==> src/hdl/olrb_pkg.sv <==
package olrb_pkg;

	// ring geometry
	localparam int DEPTH  = 2048;
	localparam int AW     = $clog2(DEPTH);
	localparam int FILL_W = $clog2(DEPTH + 1);

	// command queue between front and back
	localparam int QDEPTH = 2;
	localparam int QPTR_W = $clog2(QDEPTH);
	localparam int QCNT_W = $clog2(QDEPTH + 1);

	localparam int FILL_OUT_W = 12;
	localparam int INDEX_W    = 11;

	localparam logic [7:0] CH_NEWLINE = 8'h0a;
	localparam logic [7:0] CH_BAR     = 8'h7c;
	localparam logic [7:0] CH_SPACE   = 8'h20;
	localparam logic [7:0] CH_DEL     = 8'h7f;

	typedef enum logic [1:0] {
		OP_APPEND = 2'd0,
		OP_CLEAR  = 2'd1,
		OP_READ   = 2'd2,
		OP_NOP    = 2'd3
	} opcode_t;

	// decoded transaction handed from front to back
	typedef struct packed {
		logic              is_write;
		logic              is_read;  // read with index in range
		logic [AW-1:0]     addr;
		logic [7:0]        data;
		logic [FILL_W-1:0] fill;
	} cmd_t;

	typedef struct packed {
		logic [7:0]            raw_byte;
		logic [7:0]            export_byte;
		logic                  keep_flag;
		logic                  index_valid;
		logic [FILL_OUT_W-1:0] fill_level;
	} res_t;

	// zero-extend or truncate the fill count to the result width
	function automatic logic [FILL_OUT_W-1:0] fill_out(input logic [FILL_W-1:0] f);
		logic [FILL_W+FILL_OUT_W-1:0] ext;
		ext = {{FILL_OUT_W{1'b0}}, f};
		return ext[FILL_OUT_W-1:0];
	endfunction

endpackage

==> src/hdl/olrb_cmd_fifo.sv <==
module olrb_cmd_fifo (
	input  logic           clk,
	input  logic           arst_n,
	input  logic           push,
	input  olrb_pkg::cmd_t push_cmd,
	output logic           full,
	output logic           pop,
	output olrb_pkg::cmd_t pop_cmd
);

	localparam logic [olrb_pkg::QPTR_W-1:0] QLAST = olrb_pkg::QPTR_W'(olrb_pkg::QDEPTH - 1);
	localparam logic [olrb_pkg::QCNT_W-1:0] QFULL = olrb_pkg::QCNT_W'(olrb_pkg::QDEPTH);

	olrb_pkg::cmd_t              entry_q [olrb_pkg::QDEPTH];
	logic [olrb_pkg::QPTR_W-1:0] wr_q, rd_q;
	logic [olrb_pkg::QCNT_W-1:0] cnt_q;

	assign full    = cnt_q == QFULL;
	assign pop     = cnt_q != '0;  // back takes one transaction every cycle while the queue holds one
	assign pop_cmd = entry_q[rd_q];

	always_ff @(posedge clk) begin
		if (push) begin
			entry_q[wr_q] <= push_cmd;
		end
	end

	always_ff @(posedge clk or negedge arst_n) begin
		if (!arst_n) begin
			wr_q  <= '0;
			rd_q  <= '0;
			cnt_q <= '0;
		end else begin
			if (push) begin
				wr_q <= (wr_q == QLAST) ? '0 : wr_q + 1'b1;
			end
			if (pop) begin
				rd_q <= (rd_q == QLAST) ? '0 : rd_q + 1'b1;
			end
			if (push && !pop) begin
				cnt_q <= cnt_q + 1'b1;
			end else if (pop && !push) begin
				cnt_q <= cnt_q - 1'b1;
			end
		end
	end

endmodule

==> config.mk <==
export PLATFORM = sky130hd
export DESIGN_NAME = olrb_cmd_fifo
export DESIGN_NICKNAME = d
export VERILOG_FILES = /design/src/hdl/olrb_pkg.sv /design/src/hdl/olrb_cmd_fifo.sv
export SDC_FILE = /design/constraint.sdc
export NUM_CORES = 1
export LEC_CHECK = 0
export ABC_AREA = 1
export BUFFER_PORTS_ARGS = -buffer_cell sky130_fd_sc_hd__buf_2
export CORE_UTILIZATION = 52
export CTS_CLUSTER_SIZE = 14
export DETAILED_ROUTE_END_ITERATION = 12
export HOLD_SLACK_MARGIN = 0.03
export PLACE_DENSITY_LB_ADDON = 0.25
export SETUP_SLACK_MARGIN = 0.1
export SLEW_MARGIN = 20
export SYNTH_ARGS = -nofsm -noshare
export SYNTH_HDL_FRONTEND = slang
export SYNTH_SLANG_ARGS = --single-unit
==> constraint.sdc <==
create_clock -name clk -period 3 [get_ports clk]
set_input_delay 0.15 -clock clk [delete_from_list [all_inputs] [get_ports clk]]
set_output_delay 0.15 -clock clk [all_outputs]
set_load 0.05 [all_outputs]
==> results by group <==
Run status
  • Status: complete, no violations

Layout
  • # nets final: 346
  • Fillers: 327
  • Final Util: 73.8%
  • Area growth syn-to-layout: 33.6%
  • Area of the multi-input gates: 487 µm²
  • Storage element area: 0.00208 mm²
  • Layout Cells excl Fill: 381
  • Antenna Cells: 0
  • Share of cells above drive strength 1: 31.2%

Timing
  • Final setup violation count: 0
  • Minimum clock period: 2070 ps
  • Final period utilization: 68.8%
  • RSZ-0062 raised after global routing: false
  • Final Skew: 6.68 ps
  • Fmax: 484 MHz
  • Endpoints failing hold: 0
  • Worst Slack Setup Final: 935 ps
  • Slew margin rel.: 37.8%
  • Setup TNS: 0 ps
  • Final Max Tran Viols: 0
  • Least-Margin Pin Slew: 931 ps

Clocking
  • CTS clock-pin slew for the worst setup and hold paths: 70 ps
  • CTS root buffer: clkbuf_8
  • H-tree Lvls: 3
  • Setup Buffers After CTS: 0
  • CTS tree: yes
  • Max Buffers Root-to-Sink: 2
  • Clock latency on the worst-skew pair: 330 ps
  • Post-CTS sizing: 0
  • Clock Sinks: 70
  • Cts hold-fix bufs: 35
  • CTS Buf Count: 9

Power
  • Switch Pwr: 1.78 mW
  • Peak supply drop: 0.655 mV
  • Clock Power Share: 17.1%
  • Pwr per Cell Area: 1060 mW/mm²
  • LEAKAGE: 1.57 nW
  • Part of the power in registers: 37.2%
  • Pint: 2.03 mW
  • Gate power share: 45.6%
  • Sw frac: 46.8%

Floorplan
  • # rows: 25
  • Initial core utilization: 55.3%
  • Die Ht: 73.8 µm
  • DIE AREA: 0.00544 mm²
  • I/O Pins: 71
  • Core area: 0.00485 mm²
  • Die X: 73.8 µm

Setup path
  • WP data required: 2850 ps
  • Worst Setup Start Kind: register
  • Setup Crit Path Kind: register to output port
  • Worst-path maximum fanout: 19
  • CP endpoint kind: output port
  • Arrival @ worst endpoint: 1920 ps

Logic synthesis
  • Top FF cell, synth: edfxtp_1
  • Commonest cells in the netlist: 94 x nand2_1, 66 x edfxtp_1, 10 x nand2_2
  • Synth Area in Simple Gates: 16.4%
  • Largest family of logic cells by synthesized area: simple AND/OR/NAND/NOR gates
  • #FFs+latches synth: 70
  • Post-synthesis sequential area ratio: 77.7%
  • Synth cell types: 16
  • Syn avg cell area: 13.5 µm²
  • Compound-Gate Fraction of Synth Area: 0%
  • Synth Area in Adders: 0.467%
  • Post-synth top area share: 74.0%
  • Mapped Area: 0.00268 mm²
  • Post-Synth XOR/XNOR Area: 0.981%
  • Synth warnings: 0
  • Most common cell in the netlist: nand2_1
  • Mux share of post-synthesis cell area: 0%
  • Post-synth EDFFs: 66
  • Net count after synthesis: 235
  • Top cells by area, synth: edfxtp_1 74%, nand2_1 13%, dfrtp_1 3.7%
  • Leading area contributor after synthesis: edfxtp_1
  • FFs w/ async S/R, synth: 5.71%
  • Cell count after synthesis: 198

Global route
  • Gr usage total: 20.6%
  • Global-route wire length before repair: 7750 µm
  • GR Overflow Total: 0
  • Largest net degree at the start of global routing: 35
  • Initial antenna violation count: 0
  • Vias in the first global route: 1792

Routing
  • TritonRoute pass-1 iters: 4
  • Via count: 1764
  • Drt total wl: 5080 µm
  • DRC viols: 0
  • Wirelength per Cell: 13.3 µm
  • Vias per cell: 4.63
  • 1st-iter DRT viols: 113
  • DRT antenna net count: 0

Run
  • MaxCap Viol Count: 0

Min path
  • Worst min path class: input port to asynchronous set/reset pin

Placement
  • DP HPWL: 2830 µm
  • Final Wtd Congestion: 0.704
  • Setup WS pre-CTS: 1280 ps
  • IO buf count: 70
  • Placed cell count: 330
==> per-layer routing <==
metal | global-route usage, % | part of all wire [%] | wire length (µm)
met1 | 20.3 | 36 | 1840
met4 | 8.76 | 1.8 | 93
met3 | 6.72 | 4.5 | 227
met5 | 0 | 0 | 0
met2 | 39.0 | 57 | 2920
==> sequential cells by signal (all words and copies together), names as in the netlist <==
name	flops
entry_q	66
wr_q	1
rd_q	1
cnt_q	2
==> metrics by stage <==
step | total power [mW] | hold slack, ps | area, µm²
global placement | 3.12 | -40.3 | 3060
global route | 4.01 | 177 | 3580
finish | 3.81 | 160 | 3580
detailed placement | 3.15 | -39.3 | 3060
CTS | 3.83 | 128 | 3580
floorplan | 2.84 | -146 | 2680
==> area by class of cell <==
cell class,count,share of cell area [%]
multi-input combinational,113,13.6
sequential,70,58.2
timing repair buffer,107,20.0
inverter,8,1.05
clock buffer,14,4.55
tap,67,2.34
clock inverter,2,0.280
==> critical path: stages (launching register included) <==
cell     delay (ps)
dfrtp_1         820
buf_4           350
nand2_1          70
nand2_1          80
buf_2           260
==> cells by family after synthesis <==
group,count (synthesis)
XOR/XNOR,3
buffers and inverters,15
AND/OR/NAND/NOR,109
adder cells (fa/ha/maj),1
flip-flops,70
==> layout by cell type (no fill, tap or decap) <==
cell | synthesis | layout
nand2_1 | 94 | 94
buf_2 | 0 | 70
edfxtp_1 | 66 | 66
dlygate4sd3_1 | 0 | 35
clkbuf_8 | 0 | 11
nand2_2 | 10 | 10
inv_1 | 7 | 7
dfrtp_1 | 4 | 4
clkbuf_1 | 0 | 3
xor2_1 | 2 | 2
clkinv_2 | 0 | 2
buf_4 | 2 | 2
inv_8 | 1 | 1
nor2_2 | 1 | 1
nor2_1 | 2 | 1
nor2_4 | 0 | 1
xnor2_1 | 1 | 1
nand3_1 | 1 | 1
nand4_1 | 1 | 1
ha_1 | 1 | 1
==> path summary, 6_finish.rpt <==
check                                     startpoint                 endpoint  slack [ps]  depth (start not counted)
worst max register to register      wr_q$_DFFE_PN0P_  entry_q[1][5]$_DFFE_PP_        1380                          3
worst min register to register  cnt_q[1]$_DFFE_PN0P_     cnt_q[1]$_DFFE_PN0P_         520                          2
min in group clk                cnt_q[1]$_DFFE_PN0P_     cnt_q[1]$_DFFE_PN0P_         520                          2
worst min-delay path                          arst_n     cnt_q[1]$_DFFE_PN0P_         160                          2
max in group asynchronous                     arst_n         wr_q$_DFFE_PN0P_        2720                          2
worst max-delay path                rd_q$_DFFE_PN0P_              pop_cmd[13]         930                          4
==> power groups by stage <==
| stage | sequential [mW] | combinational, mW | clock [mW] |
|---|---|---|---|
| final | 1.42 | 1.74 | 0.652 |
| after global routing | 1.44 | 1.86 | 0.705 |
| after CTS | 1.42 | 1.75 | 0.668 |
| after detailed placement | 1.44 | 1.71 | 0 |
| after global placement | 1.43 | 1.69 | 0 |
| after floorplan | 1.38 | 1.46 | 0 |
(Power assumes the default switching activity.)
