[src/hdl/olrb_pkg.sv]
package olrb_pkg;

	// ring geometry
	localparam int DEPTH  = 2048;
	localparam int AW     = $clog2(DEPTH);
	localparam int FILL_W = $clog2(DEPTH + 1);

	// command queue between front and back
	localparam int QDEPTH = 2;
	localparam int QPTR_W = $clog2(QDEPTH);
	localparam int QCNT_W = $clog2(QDEPTH + 1);

	localparam int FILL_OUT_W = 12;
	localparam int INDEX_W    = 11;

	localparam logic [7:0] CH_NEWLINE = 8'h0a;
	localparam logic [7:0] CH_BAR     = 8'h7c;
	localparam logic [7:0] CH_SPACE   = 8'h20;
	localparam logic [7:0] CH_DEL     = 8'h7f;

	typedef enum logic [1:0] {
		OP_APPEND = 2'd0,
		OP_CLEAR  = 2'd1,
		OP_READ   = 2'd2,
		OP_NOP    = 2'd3
	} opcode_t;

	// decoded transaction handed from front to back
	typedef struct packed {
		logic              is_write;
		logic              is_read;  // read with index in range
		logic [AW-1:0]     addr;
		logic [7:0]        data;
		logic [FILL_W-1:0] fill;
	} cmd_t;

	typedef struct packed {
		logic [7:0]            raw_byte;
		logic [7:0]            export_byte;
		logic                  keep_flag;
		logic                  index_valid;
		logic [FILL_OUT_W-1:0] fill_level;
	} res_t;

	// zero-extend or truncate the fill count to the result width
	function automatic logic [FILL_OUT_W-1:0] fill_out(input logic [FILL_W-1:0] f);
		logic [FILL_W+FILL_OUT_W-1:0] ext;
		ext = {{FILL_OUT_W{1'b0}}, f};
		return ext[FILL_OUT_W-1:0];
	endfunction

endpackage

[src/hdl/olrb_front.sv]
module olrb_front (
	input  logic                  clk,
	input  logic                  arst_n,
	input  logic                  start,
	input  logic                  q_full,
	input  logic [1:0]            opcode,
	input  logic [7:0]            data_byte,
	input  logic [10:0]           read_index,
	output logic                  push,
	output olrb_pkg::cmd_t        cmd
);

	localparam logic [olrb_pkg::AW-1:0]     LAST = olrb_pkg::AW'(olrb_pkg::DEPTH - 1);
	localparam logic [olrb_pkg::FILL_W-1:0] FULL = olrb_pkg::FILL_W'(olrb_pkg::DEPTH);
	localparam logic [olrb_pkg::AW:0]       DEP  = (olrb_pkg::AW + 1)'(olrb_pkg::DEPTH);

	logic [olrb_pkg::AW-1:0]     head_q, tail_q, head_d, tail_d;
	logic [olrb_pkg::FILL_W-1:0] fill_q, fill_d;
	logic [olrb_pkg::FILL_W+olrb_pkg::INDEX_W-1:0] idx_cmp, fill_cmp;
	logic [olrb_pkg::AW:0]       pos_sum;
	logic [olrb_pkg::AW-1:0]     pos;
	logic                        in_range;

	assign push = start && !q_full;

	assign idx_cmp  = {{olrb_pkg::FILL_W{1'b0}}, read_index};
	assign fill_cmp = {{olrb_pkg::INDEX_W{1'b0}}, fill_q};
	assign in_range = idx_cmp < fill_cmp;

	// oldest entry plus index, one wrap at most since index < fill <= DEPTH
	assign pos_sum = {1'b0, tail_q} + {1'b0, read_index};
	assign pos     = (pos_sum >= DEP) ? olrb_pkg::AW'(pos_sum - DEP)
	                                  : pos_sum[olrb_pkg::AW-1:0];

	always_comb begin
		head_d       = head_q;
		tail_d       = tail_q;
		fill_d       = fill_q;
		cmd.is_write = 1'b0;
		cmd.is_read  = 1'b0;
		cmd.addr     = pos;
		cmd.data     = data_byte;
		unique case (olrb_pkg::opcode_t'(opcode))
			olrb_pkg::OP_APPEND: begin
				cmd.is_write = 1'b1;
				cmd.addr     = head_q;
				head_d       = (head_q == LAST) ? '0 : head_q + 1'b1;
				if (fill_q == FULL) begin
					tail_d = (tail_q == LAST) ? '0 : tail_q + 1'b1;
				end else begin
					fill_d = fill_q + 1'b1;
				end
			end
			olrb_pkg::OP_CLEAR: begin
				head_d = '0;
				tail_d = '0;
				fill_d = '0;
			end
			olrb_pkg::OP_READ: begin
				cmd.is_read = in_range;
			end
			olrb_pkg::OP_NOP: begin
			end
			default: begin
			end
		endcase
		cmd.fill = fill_d;
	end

	always_ff @(posedge clk or negedge arst_n) begin
		if (!arst_n) begin
			head_q <= '0;
			tail_q <= '0;
			fill_q <= '0;
		end else if (push) begin
			head_q <= head_d;
			tail_q <= tail_d;
			fill_q <= fill_d;
		end
	end

endmodule

[config.mk]
export PLATFORM = sky130hd
export DESIGN_NAME = olrb_front
export DESIGN_NICKNAME = d
export VERILOG_FILES = /design/src/hdl/olrb_pkg.sv /design/src/hdl/olrb_front.sv
export SDC_FILE = /design/constraint.sdc
export NUM_CORES = 1
export LEC_CHECK = 0
export BUFFER_PORTS_ARGS = -buffer_cell sky130_fd_sc_hd__buf_2
export CORE_ASPECT_RATIO = 2
export CORE_MARGIN = 5
export CORE_UTILIZATION = 23
export DETAILED_ROUTE_END_ITERATION = 16
export PLACE_DENSITY_LB_ADDON = 0.15
export SLEW_MARGIN = 25
export SYNTH_ARGS = -nofsm -noshare
export SYNTH_HDL_FRONTEND = slang
export SYNTH_SLANG_ARGS = --single-unit
[constraint.sdc]
create_clock -name clk -period 2.1 [get_ports clk]
set_clock_uncertainty 0.2 [all_clocks]
set_input_delay 0.21 -clock clk [delete_from_list [all_inputs] [get_ports clk]]
set_output_delay 0.21 -clock clk [all_outputs]
set_load 0.05 [all_outputs]
==> summary.txt <==
gate count after technology mapping - 391
die width - 92.0 um
top_reg_cell synth - dfrtp_1
CP max stage cell - dfrtp_1
Post-synth ARST share - 100%
Post-layout nets - 584
crit path time final - 2.65 ns
Slew HR - 64.4%
# DRC - 0
Root Buffer - clkbuf_16
internal power - 1.83 mW
TritonRoute pass-1 iters - 4
worst min-delay path class - in2reg
Max FO, Critical Path - 4
row cnt - 60
Max Clk Rate - 378 MHz
synth warn - 0
Synth Area in Compound Gates - 20.7%
area of the die - 0.0160 mm2
I/O pin cnt - 59
worst-case clock buffer depth - 2
maximum VDD drop - 0.293 mV
status - complete, but fails checks
initial drt markers - 87
Syn Std Cell Area - 0.00309 mm2
post-route antenna net violation count - 0
Fillers - 1,380
adder-cell area share of the yosys netlist - 10.4%
violated checks - setup timing
core area - 0.0134 mm2
Initial Util - 23.2%
Final Util - 40.0%
via count - 3,445
Buf/Inv on CP - 2
Critical Path RT - 1.69 ns
Avg WL per Cell - 18.0 um
EDFF count, synth - 0
crit-path max cell delay - 0.38 ns
area of the multi-input gates - 0.00268 mm2
area grow syn2layout - 72.7%
Crit. End Element - output port
initial antenna violation count - 0
Congestion Overflow GR - 0
net count after synthesis - 441
Sw Pwr - 915 uW
Yosys cell types - 53
Crit path top cell by count - o21a_1
XOR/XNOR share of the synthesized area - 5.10%
Routed Wire Length - 12,400 um
Comb pwr share - 36.8%
Worst-Skew Late Latency - 0.29 ns
pins over their slew limit - 0
switching fraction of total power - 33.3%
Vert. Die Dim - 174 um
Max-Cap Viols - 0
worst path arrival time - 2.24 ns
drt via density - 4.99
Setup WS pre-CTS - -0.321 ns
Final WS setup - -0.545 ns
Crit path max-delay family - compound AO/OA/AOI/OAI gates
vias in the first global route - 3,740
Crit Path Class - reg2out
syn avg cell area - 7.91 um2
CTS H-tree lvls - 2
main combinational cell family by area after synthesis - simple AND/OR/NAND/NOR gates
unrepaired setup endpoints after global routing - true
HPWL Detailed - 9670 um
Seq pwr share - 26.7%
Final period util - 126%
GP Congestion - 0.859
clk sinks - 34
gr usage total - 15.7%
Yosys reg bits - 34
# diodes - 0
DP Cell Count - 653
clk slew on worst S/H paths - 0.06 ns
Worst Tran Pin Value - 0.530 ns
CTS tree - done
clock power share - 36.5%
startpoint type of the worst setup path - flop
share of post-route cells with drive strength above 1 - 48.8%
first-pass GRT wire length - 19,300 um
Final Hold Viols - 0
Lkg Pwr - 2.38 nW
post-synthesis simple-gate area fraction - 27.4%
Port Buffers - 42
mux cell area share after synthesis - 2.35%
fin cells - 690
Num CTS Buffers - 5
Pwr per Cell Area - 514 mW/mm2
Final setup viols - 33
largest net degree at the start of global routing - 35
ordered cell list for the critical path - ha_2 > inv_2 > fa_2 > nor2b_2 > o31a_1 > o21a_1 > o21a_1 > o31ai_4 > buf_6
register area share after synthesis - 27.5%
FF+latch area - 851 um2
==> worst min-delay path, stage by stage <==
cell	delay (ns)
buf_2	0.11
nand2b_1	0.08
buf_4	0.17
o31ai_1	0.07
==> cell usage after synthesis (2+ instances only) <==
cell type  number  area (um2)
o21ai_0        38         190
a21oi_1        16        80.1
o21a_1          5        37.5
a32o_1          2        20.0
a211oi_1        3        22.5
buf_4           8        60.1
o21ai_1         2        10.0
nor4_1          4        25.0
inv_1          20        75.1
or2_2           2        12.5
buf_6           2        22.5
mux2i_1         5        50.1
nor4_2          2        25.0
a22o_1          4        35.0
nand2b_1        5        31.3
a21o_1          4        30.0
mux2_2          2        22.5
xor2_1          8        70.1
nor3_1         13        65.1
nor2_1         43         161
o22ai_1         4        25.0
nand3b_1        4        30.0
nand3_1        20         100
or4b_4          2        27.5
o31ai_1         8        60.1
ha_1           24         300
nand4_1         7        43.8
xnor2_1        10        87.6
clkbuf_1       11        41.3
dfrtp_1        34         851
o41ai_1         2        17.5
o2111ai_1       2        17.5
a31oi_1         5        31.3
and3_1          6        37.5
nand2_1        46         173
==> stage by stage <==
step / power, mW / setup TNS, ns / hold slack, ns / cell area, um2
detailed placement: 1.51 / -3.15 / 0.105 / 4200
CTS: 2.74 / -5.99 / 0.202 / 5060
finish: 2.75 / -6.29 / 0.196 / 5340
floorplan: 1.24 / -0.840 / -0.286 / 3260
global route: 2.87 / -9.30 / 0.220 / 5340
global placement: 1.51 / -3.14 / 0.104 / 4200
==> kinds of logic after synthesis <==
group,after synthesis
xor+xnor,18
fa+ha+maj,25
mux,7
buf+inv,42
compound gates,100
flops,34
simple gates,165
==> final cells by class <==
class | instances | area share (%)
Sequential cell | 34 | 15.9
Multi-Input combinational cell | 315 | 50.1
Tap cell | 155 | 3.63
Clock buffer | 5 | 2.34
Timing Repair Buffer | 158 | 25.2
Clock inverter | 3 | 1.29
Inverter | 20 | 1.45
==> timing repair <==
item | in CTS | in global routing
hold buffers | 1 | 0
cloned | 0 | 0
buffers inserted | 21 | 10
hold endpoints to repair | 34 | 0
pin swaps | 36 | 27
resized for setup | 121 | 46
endpoints found under the setup margin | 34 | 37
==> cells in the final DEF (no fill, tap or decap), types with 12 or more instances in the layout <==
| cell type | synthesis | layout |
|---|---|---|
| buf_4 | 8 | 89 |
| buf_6 | 2 | 44 |
| buf_2 | 1 | 19 |
| nor2_1 | 43 | 33 |
| o21ai_0 | 38 | 16 |
| ha_1 | 24 | 15 |
| inv_1 | 20 | 15 |
| nand2_1 | 46 | 45 |
| o21ai_1 | 2 | 12 |
| a21oi_1 | 16 | 12 |
| dfrtp_1 | 34 | 34 |
| nand3_1 | 20 | 17 |
==> power groups by stage <==
stage                     sequential, mW  clock, mW  combinational [mW]
final                              0.733       1.00                1.01
after global routing               0.739       1.05                1.08
after CTS                          0.734       1.04               0.968
after detailed placement           0.743          0               0.771
after global placement             0.742          0               0.768
after floorplan                    0.749          0               0.488
==> routing by layer <==
| metal | GRT usage [%] | share of wire, % |
|---|---|---|
| met5 | 0 | 0 |
| met4 | 12.8 | 7.5 |
| met3 | 1.30 | 2.1 |
| met2 | 29.8 | 57 |
| met1 | 14.9 | 33 |
==> state kept, by name, summed over array words and instances (netlist names) <==
name    count
tail_q     11
fill_q     12
head_q     11
==> path summary, 6_finish.rpt <==
path | slack (ns) | depth (start not counted) | endpoint | from
worst min register to register | 0.39 | 2 | head_q[9] | head_q[9]
worst max register to register | -0.14 | 9 | fill_q[8] | fill_q[6]
min in group asynchronous | 0.31 | 3 | head_q[10] | arst_n
worst min-delay path | 0.20 | 4 | fill_q[6] | start
worst max-delay path | -0.55 | 9 | cmd[26] | tail_q[0]
max in group asynchronous | 1.03 | 3 | tail_q[0] | arst_n
No activity file was read; power rests on OpenSTA's default activity.
